**src/sv/srw_pkg.sv**
```systemverilog
// Package for the selective-repeat receive window.
// Holds the transfer structs, the slot entry type and the default parameter values.
// No dependencies.
`default_nettype none

package srw_pkg;

  localparam int DEF_WINDOW_FRAMES   = 16;
  localparam int DEF_MAX_FRAME_BYTES = 1024;

  localparam int SEQ_W = 32;
  localparam int LEN_W = 11;

  // Register index codes (byte address bit 2 selects the register).
  localparam logic REG_TOTAL_FRAMES = 1'b0;

  typedef struct packed {
    logic [SEQ_W-1:0] frame_number;
    logic [31:0]      payload_handle;
    logic [LEN_W-1:0] payload_length;
  } frame_t;

  typedef struct packed {
    logic [SEQ_W-1:0] out_sequence;
    logic [31:0]      out_payload;
    logic [LEN_W-1:0] out_length;
    logic             last;
    logic             stream_done;
  } result_t;

  typedef struct packed {
    logic [31:0]      payload;
    logic [LEN_W-1:0] length;
  } slot_entry_t;

endpackage

`default_nettype wire

```
**src/sv/srw_slot_mem.sv**
```systemverilog
// Slot store of the receive window: one payload descriptor and length per slot.
// One write port and one registered read port. Depends on srw_pkg.
`default_nettype none

module srw_slot_mem
  import srw_pkg::*;
#(
  parameter int DEPTH  = 2 * DEF_WINDOW_FRAMES,
  parameter int ADDR_W = $clog2(2 * DEF_WINDOW_FRAMES)
) (
  input  logic              clk,
  input  logic              wr_en,
  input  logic [ADDR_W-1:0] wr_addr,
  input  slot_entry_t       wr_data,
  input  logic [ADDR_W-1:0] rd_addr,
  output slot_entry_t       rd_data
);

  slot_entry_t mem [DEPTH];

  always_ff @(posedge clk) begin
    if (wr_en) begin
      mem[wr_addr] <= wr_data;
    end
    rd_data <= mem[rd_addr];
  end

endmodule

`default_nettype wire

```
**src/sv/selective_repeat_receive_window.sv**
```systemverilog
// Selective-repeat receive window, top level.
// Sequencer, slot bitmap, head counter and configuration port; uses srw_pkg and srw_slot_mem.
`default_nettype none

// A user should know this first: every frame transfer is taken in the idle state and then
// checked against the delivery head by one shared 33-bit subtractor, which yields both the
// stale test (borrow) and the distance used for the window test and the slot index. A frame
// that is stale, at or beyond head + 2*WINDOW_FRAMES, or already marked is dropped silently.
// Otherwise its descriptor and saturated length go into the slot memory and its bit is set in
// the bitmap. The run of marked slots starting at the head is then delivered in order, one
// result transfer at a time; the final result of the run carries last, and stream_done shows
// that the head after that delivery equals total_frames. A frame passes accept and check; each
// delivered result adds a slot memory read, a result load and a result transfer, which waits
// while the output side is not ready; the registered memory read port makes the read a step
// of its own. No new frame is taken until the whole run has been delivered. total_frames sits
// at byte address 0 of the APB port; the user must write it only while the block is idle,
// which the block itself does not enforce. The slot memory needs no clearing pass: an entry
// is read only after its bitmap bit has been set, and the bitmap is cleared by reset.

module selective_repeat_receive_window
  import srw_pkg::*;
#(
  parameter int WINDOW_FRAMES   = DEF_WINDOW_FRAMES,
  parameter int MAX_FRAME_BYTES = DEF_MAX_FRAME_BYTES
) (
  input  logic        clk,
  input  logic        rst,
  // Received frames.
  input  logic        frame_valid,
  output logic        frame_ready,
  input  frame_t      frame,
  // Results delivered in order.
  output logic        result_valid,
  input  logic        result_ready,
  output result_t     result,
  // APB configuration port.
  input  logic        psel,
  input  logic        penable,
  input  logic        pwrite,
  input  logic [2:0]  paddr,
  input  logic [31:0] pwdata,
  output logic [31:0] prdata,
  output logic        pready
);

  localparam int SLOT_COUNT = 2 * WINDOW_FRAMES;
  localparam int SLOT_W     = $clog2(SLOT_COUNT);
  localparam logic [15:0] MAX_LEN = 16'(MAX_FRAME_BYTES);

  // Sequencer states.
  localparam logic [2:0] ST_IDLE  = 3'd0;
  localparam logic [2:0] ST_CHECK = 3'd1;
  localparam logic [2:0] ST_READ  = 3'd2;
  localparam logic [2:0] ST_LOAD  = 3'd3;
  localparam logic [2:0] ST_SEND  = 3'd4;

  logic [2:0]            state, state_next;
  logic [SEQ_W-1:0]      total_frames;
  logic [SEQ_W-1:0]      head_sequence;
  logic [SLOT_W-1:0]     head_slot;
  logic [SLOT_COUNT-1:0] arrived_map, arrived_map_next;

  // Captured frame (payload registers, no reset needed).
  logic [SEQ_W-1:0]      frame_number;
  slot_entry_t           frame_entry;

  // Configuration port: the register is written on the access phase of a write transfer.
  assign pready = 1'b1;
  assign prdata = (paddr[2] == REG_TOTAL_FRAMES) ? total_frames : 32'd0;

  always_ff @(posedge clk) begin
    if (rst) begin
      total_frames <= '0;
    end else if (psel && penable && pwrite && (paddr[2] == REG_TOTAL_FRAMES)) begin
      total_frames <= pwdata;
    end
  end

  // The shared subtractor: the borrow flags a stale frame, the difference is the distance.
  logic [SEQ_W:0]    distance;
  logic              stale;
  logic              too_far;
  logic [SLOT_W:0]   slot_sum;
  logic [SLOT_W-1:0] frame_slot;
  logic              duplicate;
  logic              keep_frame;

  assign distance = {1'b0, frame_number} - {1'b0, head_sequence};
  assign stale    = distance[SEQ_W];
  assign too_far  = distance[SEQ_W-1:0] >= SEQ_W'(SLOT_COUNT);

  // Slot of the frame: head slot plus distance, wrapped once (distance is below SLOT_COUNT).
  assign slot_sum   = {1'b0, head_slot} + {1'b0, distance[SLOT_W-1:0]};
  assign frame_slot = (slot_sum >= (SLOT_W + 1)'(SLOT_COUNT)) ?
                      SLOT_W'(slot_sum - (SLOT_W + 1)'(SLOT_COUNT)) : slot_sum[SLOT_W-1:0];
  assign duplicate  = arrived_map[frame_slot];
  assign keep_frame = !stale && !too_far && !duplicate;

  // Delivery bookkeeping for the head slot.
  logic [SLOT_W-1:0]     next_slot;
  logic [SEQ_W-1:0]      head_plus;
  logic [SLOT_COUNT-1:0] map_cleared;

  assign next_slot = (head_slot == SLOT_W'(SLOT_COUNT - 1)) ? '0 : head_slot + SLOT_W'(1);
  assign head_plus = head_sequence + SEQ_W'(1);

  always_comb begin
    map_cleared            = arrived_map;
    map_cleared[head_slot] = 1'b0;
  end

  // Slot memory.
  logic        mem_wr_en;
  slot_entry_t mem_rd_data;

  assign mem_wr_en = (state == ST_CHECK) && keep_frame;

  srw_slot_mem #(
    .DEPTH  (SLOT_COUNT),
    .ADDR_W (SLOT_W)
  ) u_slot_mem (
    .clk     (clk),
    .wr_en   (mem_wr_en),
    .wr_addr (frame_slot),
    .wr_data (frame_entry),
    .rd_addr (head_slot),
    .rd_data (mem_rd_data)
  );

  // Sequencer.
  always_comb begin
    state_next       = state;
    arrived_map_next = arrived_map;
    case (state)
      ST_IDLE: begin
        if (frame_valid) begin
          state_next = ST_CHECK;
        end
      end
      ST_CHECK: begin
        if (keep_frame) begin
          arrived_map_next[frame_slot] = 1'b1;
          // Deliver only if the head slot is now marked.
          state_next = arrived_map_next[head_slot] ? ST_READ : ST_IDLE;
        end else begin
          state_next = ST_IDLE;
        end
      end
      ST_READ: begin
        state_next = ST_LOAD;
      end
      ST_LOAD: begin
        arrived_map_next = map_cleared;
        state_next       = ST_SEND;
      end
      ST_SEND: begin
        if (result_ready) begin
          state_next = result.last ? ST_IDLE : ST_READ;
        end
      end
      default: begin
        state_next = ST_IDLE;
      end
    endcase
  end

  assign frame_ready  = (state == ST_IDLE);
  assign result_valid = (state == ST_SEND);

  always_ff @(posedge clk) begin
    if (rst) begin
      state         <= ST_IDLE;
      arrived_map   <= '0;
      head_sequence <= '0;
      head_slot     <= '0;
    end else begin
      state       <= state_next;
      arrived_map <= arrived_map_next;
      if (state == ST_LOAD) begin
        head_sequence <= head_plus;
        head_slot     <= next_slot;
      end
    end
  end

  // Capture the frame on its transfer; the length saturates at the largest frame size.
  always_ff @(posedge clk) begin
    if (frame_valid && frame_ready) begin
      frame_number        <= frame.frame_number;
      frame_entry.payload <= frame.payload_handle;
      if ({5'd0, frame.payload_length} > MAX_LEN) begin
        frame_entry.length <= MAX_LEN[LEN_W-1:0];
      end else begin
        frame_entry.length <= frame.payload_length;
      end
    end
  end

  // Result register. The run ends when the slot after the head is not marked.
  always_ff @(posedge clk) begin
    if (state == ST_LOAD) begin
      result.out_sequence <= head_sequence;
      result.out_payload  <= mem_rd_data.payload;
      result.out_length   <= mem_rd_data.length;
      result.last         <= !map_cleared[next_slot];
      result.stream_done  <= (head_plus == total_frames);
    end
  end

endmodule

`default_nettype wire
```
**config.mk**
```make
export PLATFORM = sky130hd
export DESIGN_NAME = selective_repeat_receive_window
export DESIGN_NICKNAME = d
export VERILOG_FILES = /design/src/sv/srw_pkg.sv /design/src/sv/srw_slot_mem.sv /design/src/sv/selective_repeat_receive_window.sv
export SDC_FILE = /design/constraint.sdc
export NUM_CORES = 2
export LEC_CHECK = 0
export BUFFER_PORTS_ARGS = -buffer_cell sky130_fd_sc_hd__buf_4
export CORE_MARGIN = 3
export CORE_UTILIZATION = 58
export DETAILED_ROUTE_END_ITERATION = 10
export GPL_ROUTABILITY_DRIVEN = 0
export PLACE_DENSITY = 0.75
export SLEW_MARGIN = 25
export SYNTH_ARGS = -nofsm -noshare
export SYNTH_HDL_FRONTEND = slang
export SYNTH_SLANG_ARGS = --single-unit
```
**constraint.sdc**
```tcl
create_clock -name clk -period 10.3 [get_ports clk]
set_input_delay 0 -clock clk [delete_from_list [all_inputs] [get_ports clk]]
set_output_delay 0 -clock clk [all_outputs]
set_load 0.05 [all_outputs]
```
======== Word-level counts from Yosys, hierarchy flattened ========
Memory sizes are Yosys's and may differ from the RTL's. A register that Yosys moved wholly into a read port is not among the register bits.
Cells that the tools add are included.
storage, ports and cells
  register bits ........................... 256
  latch bits .............................. 0
  bits in writable memories ............... 1,376
  ROM bits ................................ 0
  output and inout bits ................... 112
  memories kept ........................... 1
memories
  name            depth  bits a word  read ports  clocked after memory_dff  wr ports  RTL line            RTL
  u_slot_mem.mem  32     43           1           1                         1         srw_slot_mem.sv:19  slot_entry_t mem [DEPTH];
operators by class
  add/sub/neg operators ................... 5
  multiply operators ...................... 0
  divide/modulo/power cells ............... 0
  magnitude comparators ................... 8
  equal/unequal tests ..................... 9
  shift operators ......................... 0
  muxes and demuxes ....................... 23
  bitwise operators ....................... 4
  reductions and logical operators ........ 17
operators by type and width
  operator                 number
  $mux W32                 2
  $pmux W32 S2             1
  $sub A32 B32 Y33         1
  $add A32 B1 Y32 const B  1
  $and A32 B32 Y32         1
  $eq A32 B32 Y1           1
  $ge A32 B6 Y1 const B    1
  $not A32 Y32             1
  $or A32 B32 Y32          1
  $lt A5 B6 Y1 const B     3
  $bmux W1 S5              3
  $pmux W3 S5              1
  $gt A11 B11 Y1 const B   1
  $demux W1 S5             2
  $ge A5 B1 Y1 const B     2
  $mux W5                  2
  $logic_and A1 B1 Y1      9
  $mux W1                  7
  $add A5 B5 Y6            1
  $eq A3 B2 Y1 const B     2
  $ge A6 B6 Y1 const B     1
  $mux W2                  3
  $mux W3                  2
  $add A5 B1 Y5 const B    1
  11 further kinds         16

======== Logic depth before layout (Yosys ltp) ========
  depth after elaboration ................. 14
  mapped depth ............................ 17
  depth with buffers taken out ............ 16

======== By module ========
From an unflattened synthesis, not the netlist that was laid out.
second synthesis, totals
  cells, all modules ...................... 4,544
  area, all modules ....................... 68,771.0 µm²
modules (own cells, without submodules)
  module                           instances  cells each  area an instance (µm²)  sequential area each (µm²)
  srw_slot_mem                     1          3,020       54,486.0                42,180.5
  selective_repeat_receive_window  1          1,524       14,285.0                6,646.4

======== Worst setup path after synthesis ========
No wires, ideal clock.
  path kind ............................... register to register
  start ................................... register head_sequence[0]
  end ..................................... memory u_slot_mem.mem[8][0] (netlist name), enable pin
  setup time .............................. 0.496 ns
  arrival ................................. 6.717 ns
  slack ................................... 3.086 ns
  stages on the path, launching flop included .. 14
  path buffers ............................ 2
  period minus slack after synthesis ...... 7.214 ns
  path through ............................ dfxtp_1 > ha_1 > fa_1 > fa_1 > clkbuf_1 > mux4_2 > nand2_1 > mux2_2 > o22ai_1 > or4_1 > nor4_4 > nand4_4 > buf_6 > nor3_1
between the ends
  word-level cells in the longest chain between the ends .. 11
  elaborated cells on any way between the ends .. 16
  those cells by class .................... 3 x add/sub; 2 x order compare; 5 x mux; 6 x reduce/logical
RTL lines
  what                                           RTL line                                                                      RTL
  start: declaration                             selective_repeat_receive_window.sv:59                                         logic [SEQ_W-1:0] head_sequence;
  start signal: assignment                       selective_repeat_receive_window.sv:180                                        head_sequence <= head_plus;
  $sub A32 B32 Y33 (*)                           selective_repeat_receive_window.sv:88                                         assign distance = {1'b0, frame_number} - {1'b0, head_sequence};
  $add A5 B5 Y6                                  selective_repeat_receive_window.sv:93                                         assign slot_sum = {1'b0, head_slot} + {1'b0, distance[SLOT_W-1:0]};
  $sub A5 B1 Y5 or $ge A6 B6 Y1 (tied branches)  selective_repeat_receive_window.sv:95, selective_repeat_receive_window.sv:94
  $mux W5                                        selective_repeat_receive_window.sv:94                                         assign frame_slot = (slot_sum >= (SLOT_W + 1)'(SLOT_COUNT)) ?
  $bmux W1 S5                                    selective_repeat_receive_window.sv:96                                         assign duplicate = arrived_map[frame_slot];
  $mux W1 (implied by the code)                  selective_repeat_receive_window.sv:96
  $logic_not A1 Y1                               selective_repeat_receive_window.sv:97                                         assign keep_frame = !stale && !too_far && !duplicate;
  $logic_and A1 B1 Y1                            selective_repeat_receive_window.sv:97
  $logic_and A1 B1 Y1                            selective_repeat_receive_window.sv:116                                        assign mem_wr_en = (state == ST_CHECK) && keep_frame;
  $mux W1                                        srw_slot_mem.sv:22                                                            if (wr_en) begin
  $mux W1 (implied by the code)                  srw_slot_mem.sv:23                                                            mem[wr_addr] <= wr_data;
  end: declaration                               srw_slot_mem.sv:19
Every way passes the cells marked *; elsewhere a longest branch is shown, timed or not. The select of a mux whose other input is x is not followed.

======== Final worst setup path ========
  start ................................... register head_slot[1]
  end ..................................... memory u_slot_mem.mem[18][26] (netlist name), enable pin
between the ends
  word-level cells in the longest chain between the ends .. 10
  elaborated cells on any way between the ends .. 11
  those cells by class .................... 2 x add/sub; 1 x order compare; 5 x mux; 3 x reduce/logical
RTL lines
  what                                           RTL line                                                                      RTL
  start: declaration                             selective_repeat_receive_window.sv:60                                         logic [SLOT_W-1:0] head_slot;
  start signal: assignment                       selective_repeat_receive_window.sv:181                                        head_slot <= next_slot;
  $add A5 B5 Y6 (*)                              selective_repeat_receive_window.sv:93
  $sub A5 B1 Y5 or $ge A6 B6 Y1 (tied branches)  selective_repeat_receive_window.sv:95, selective_repeat_receive_window.sv:94
  $mux W5 (*)                                    selective_repeat_receive_window.sv:94
  $bmux W1 S5                                    selective_repeat_receive_window.sv:96
  $mux W1 (implied by the code)                  selective_repeat_receive_window.sv:96
  $logic_not A1 Y1                               selective_repeat_receive_window.sv:97
  $logic_and A1 B1 Y1                            selective_repeat_receive_window.sv:97
  $logic_and A1 B1 Y1                            selective_repeat_receive_window.sv:116
  $mux W1                                        srw_slot_mem.sv:22
  $mux W1 (implied by the code)                  srw_slot_mem.sv:23
Marks and branches as above.

==> results.yml <==
floorplan:
  ioPinCount: 229
  core_um2: 112700
  rows: 123
  die_h_um: 343.4
  start_util_pct: 58.60
  die_w_um: 343.4
  die_area_um2: 117900
setup_path:
  end_kind: "flop"
  crit_path_start_kind: "flop"
  cp_slowest_stage_delay_ns: 0.90
  path_cells: "inv_1 > fa_1 > buf_4 > mux4_2 > nand2_1 > mux2_2 > o22ai_1 > or4_1 > nor4_4 > nand4_4 > nand2b_1 > nor2_4 > buf_4"
  crit_required_ns: 10.72
  slowest_stage: "nor2_4"
  path_common_cell: "buf_4"
  crit_type: "flop to flop"
  path_max_fanout: 35
  cp.arrival_ns: 7.22
worst_hold_path:
  hp-class: "input pin to flop"
place:
  place_area_um2: 69660
  port_buffers: 225
  placed_cells: 5131
  dp_hpwl_um: 85580
  pre_cts_slack_ns: 3.536
timing:
  slew_headroom_pct: 26.10
  finalSetupViolCount: 0
  rsz0062_at_grt: "false"
  setup_tns_ns: 0
  setup_ws_ns: 3.494
  tightest_slew_ns: 1.106
  min_period_over_period_pct: 66.08
  max_freq_mhz: 146.9
  skew_ns: 0.05780
  period_needed_ns: 6.806
  slew_viol_final: 0
  finalHoldViolCount: 0
synthesis:
  synth_nets: 3686
  yosysWarningCount: 0
  synth_ff_type: "edfxtp_1"
  async_reset_ff_share_pct: 0
  ys_ff_latch: 1675
  ys_seq_area_share_pct: 73.97
  synth_cells: 3525
  ys_types: 84
  syn_avg_cell_area_um2: 18.73
  syn_area_um2: 66010
  synth_edf_count: 1528
clocking:
  cts_max_path_buffers: 3
  cts_buffers: 165
  clockRootBuffer: "clkbuf_16"
  cts_resized: 0
  htree_levels: 4
  cts_tree: "done"
  postCtsHoldBufs: 250
  insertion_delay_ns: 0.80
  clk_pin_slew_ns: 0.06
  post-cts-setup-buffers: 0
  numClockSinks: 1675
global_route:
  grt_usage_pct: 28.87
  grt_antenna_before_repair: 2
  grt_pass1_wl_um: 247400
  grt_max_degree: 141
  grt_pass1_vias: 37511
  gr-total-overflow: 0
cells_and_area:
  layout.cells.non_filler: 5694
  drive_gt1_share_pct: 23.72
  stdcell_area_um2: 77870
  fin_util_pct: 69.13
  multi_input_area_um2: 16470
  area_growth_pct: 17.97
  nFillCells: 6869
  final_nets: 4215
  seq_area_um2: 48830
routing:
  antenna_left: 0
  wl_um: 169200
  drc: 0
  initialDrtViolationCount: 4885
  dr.pass1.iters: 6
  vias: 37463
  wl_per_cell_um: 29.72
  routed_via_density: 6.579
power:
  p_leak_nw: 24.83
  p_per_area_nw_per_um2: 179.0
  peakVddDrop_v: 0.0001712
run:
  cap_violations: 0
run_status:
  run_status: "complete, no violations"
==> per-layer routing <==
layer  routed length (um)  GRT usage [%]
met3                17420          5.672
met4                 6414          10.23
met2                82900          46.71
met5                    0              0
met1                62490          39.87
==> worst max-delay path, delay by kind of cell (launching register included) <==
kind	cells	cell delay, ns
DFF	1	0.72
buffers and inverters	3	1.35
and+or+nand+nor	6	2.90
adders and majority gates	1	0.64
muxes	2	0.69
AOI/OAI and AO/OA	1	0.09
==> worst paths after layout <==
path | start | endpoint | slack, ns | depth (start not counted)
worst max-delay path | head_slot[1]$_SDFFE_PP0P_ | u_slot_mem.mem[18][26]$_DFFE_PP_ | 3.49 | 13
worst min-delay path | frame[4] | frame_entry[4]$_SDFFCE_PN0P_ | 0.11 | 3
worst max register to register | head_slot[1]$_SDFFE_PP0P_ | u_slot_mem.mem[18][26]$_DFFE_PP_ | 3.49 | 13
worst min register to register | u_slot_mem.rd_data[22]$_DFF_P_ | result[24]$_DFFE_PP_ | 0.40 | 0
==> logic make-up (layout without fill, tap and decap cells) <==
group / count (synthesis) / after routing / share of synthesized area [%]
flip-flops: 1675 / 1675 / 73.97
AND/OR/NAND/NOR: 585 / 585 / 4.727
AO/OA/AOI/OAI: 513 / 513 / 5.334
multiplexers: 373 / 373 / 12.43
buffers and inverters: 243 / 909 / 1.433
XOR/XNOR: 91 / 91 / 1.242
adder cells (fa/ha/maj): 44 / 44 / 0.8568
other: 1 / 4 / 0.005681
==> Yosys cell counts (5+ instances only) <==
library cell | count | area [um2]
o211ai_1 | 10 | 75.07
and3_1 | 7 | 43.79
o221ai_1 | 12 | 105.1
nand3b_1 | 5 | 37.54
or2_2 | 5 | 31.28
mux2_2 | 5 | 56.30
xnor2_1 | 67 | 586.8
nand3_1 | 24 | 120.1
inv_1 | 49 | 183.9
o22ai_1 | 14 | 87.58
and2_1 | 9 | 56.30
mux4_2 | 357 | 8040
o31ai_1 | 6 | 45.04
nor3b_1 | 5 | 37.54
or4_1 | 7 | 52.55
xor2_1 | 21 | 183.9
nor4_1 | 11 | 68.82
a22oi_1 | 175 | 1314
a31oi_1 | 19 | 118.9
a21oi_1 | 120 | 600.6
buf_2 | 6 | 30.03
nor3_2 | 19 | 190.2
ha_1 | 42 | 525.5
edfxtp_1 | 1528 | 45880
nand4_1 | 73 | 456.7
a211oi_1 | 9 | 67.56
mux2i_1 | 11 | 110.1
o21ba_2 | 7 | 70.07
nor2b_1 | 48 | 300.3
a21o_1 | 9 | 67.56
dfxtp_1 | 147 | 2943
or3_1 | 22 | 137.6
nand2b_1 | 23 | 143.9
buf_1 | 38 | 142.6
o21ai_0 | 44 | 220.2
clkbuf_1 | 146 | 548.0
a21boi_0 | 6 | 45.04
o21a_1 | 35 | 262.8
o2111ai_1 | 6 | 52.55
nand2_1 | 174 | 653.1
nor2_1 | 88 | 330.3
nor3_1 | 41 | 205.2
==> placed cells by master (no fill, tap or decap), drive strengths merged, types with 61 or more instances in the layout <==
cell         synthesis  routed
nor3                61      61
nor2                88      88
edfxtp            1528    1528
clkbuf             146     222
a21oi              125     125
nand4               75      75
dfxtp              147     147
buf                 48     306
xnor2               69      69
a22oi              175     175
mux4               357     357
dlygate4sd3          0     250
nand2              174     174
==> area by class of cell <==
cell class | instances | area share (%)
antenna | 3 | 0.009640
clock buffer | 222 | 5.811
clock inverter | 82 | 1.370
inverter | 49 | 0.2426
multi-input combinational | 1607 | 21.15
sequential | 1675 | 62.71
tap | 1500 | 2.410
timing repair buffer | 556 | 6.297
==> stage by stage <==
| stage | hold slack (ns) | power [mW] |
|---|---|---|
| after floorplan | 0.09887 | 7.768 |
| after global placement | 0.1781 | 7.884 |
| after detailed placement | 0.1793 | 7.892 |
| after CTS | 0.04940 | 14.01 |
| after global routing | 0.1327 | 14.32 |
| final | 0.1100 | 13.94 |
==> report_power, final <==
group	switching (mW)	total, mW	internal [mW]
Combinational	0.163	0.303	0.140
Clock	2.57	6.12	3.55
Sequential	0.0788	7.52	7.44
Total	2.81	13.9	11.1
==> state kept, by name, summed over array words and instances (netlist names) <==
name,flops
total_frames,32
u_slot_mem.rd_data,43
state,3
arrived_map,32
frame_entry,43
u_slot_mem.mem,1376
result,77
head_sequence,32
head_slot,5
frame_number,32
Power figures use the tool's default switching activity.
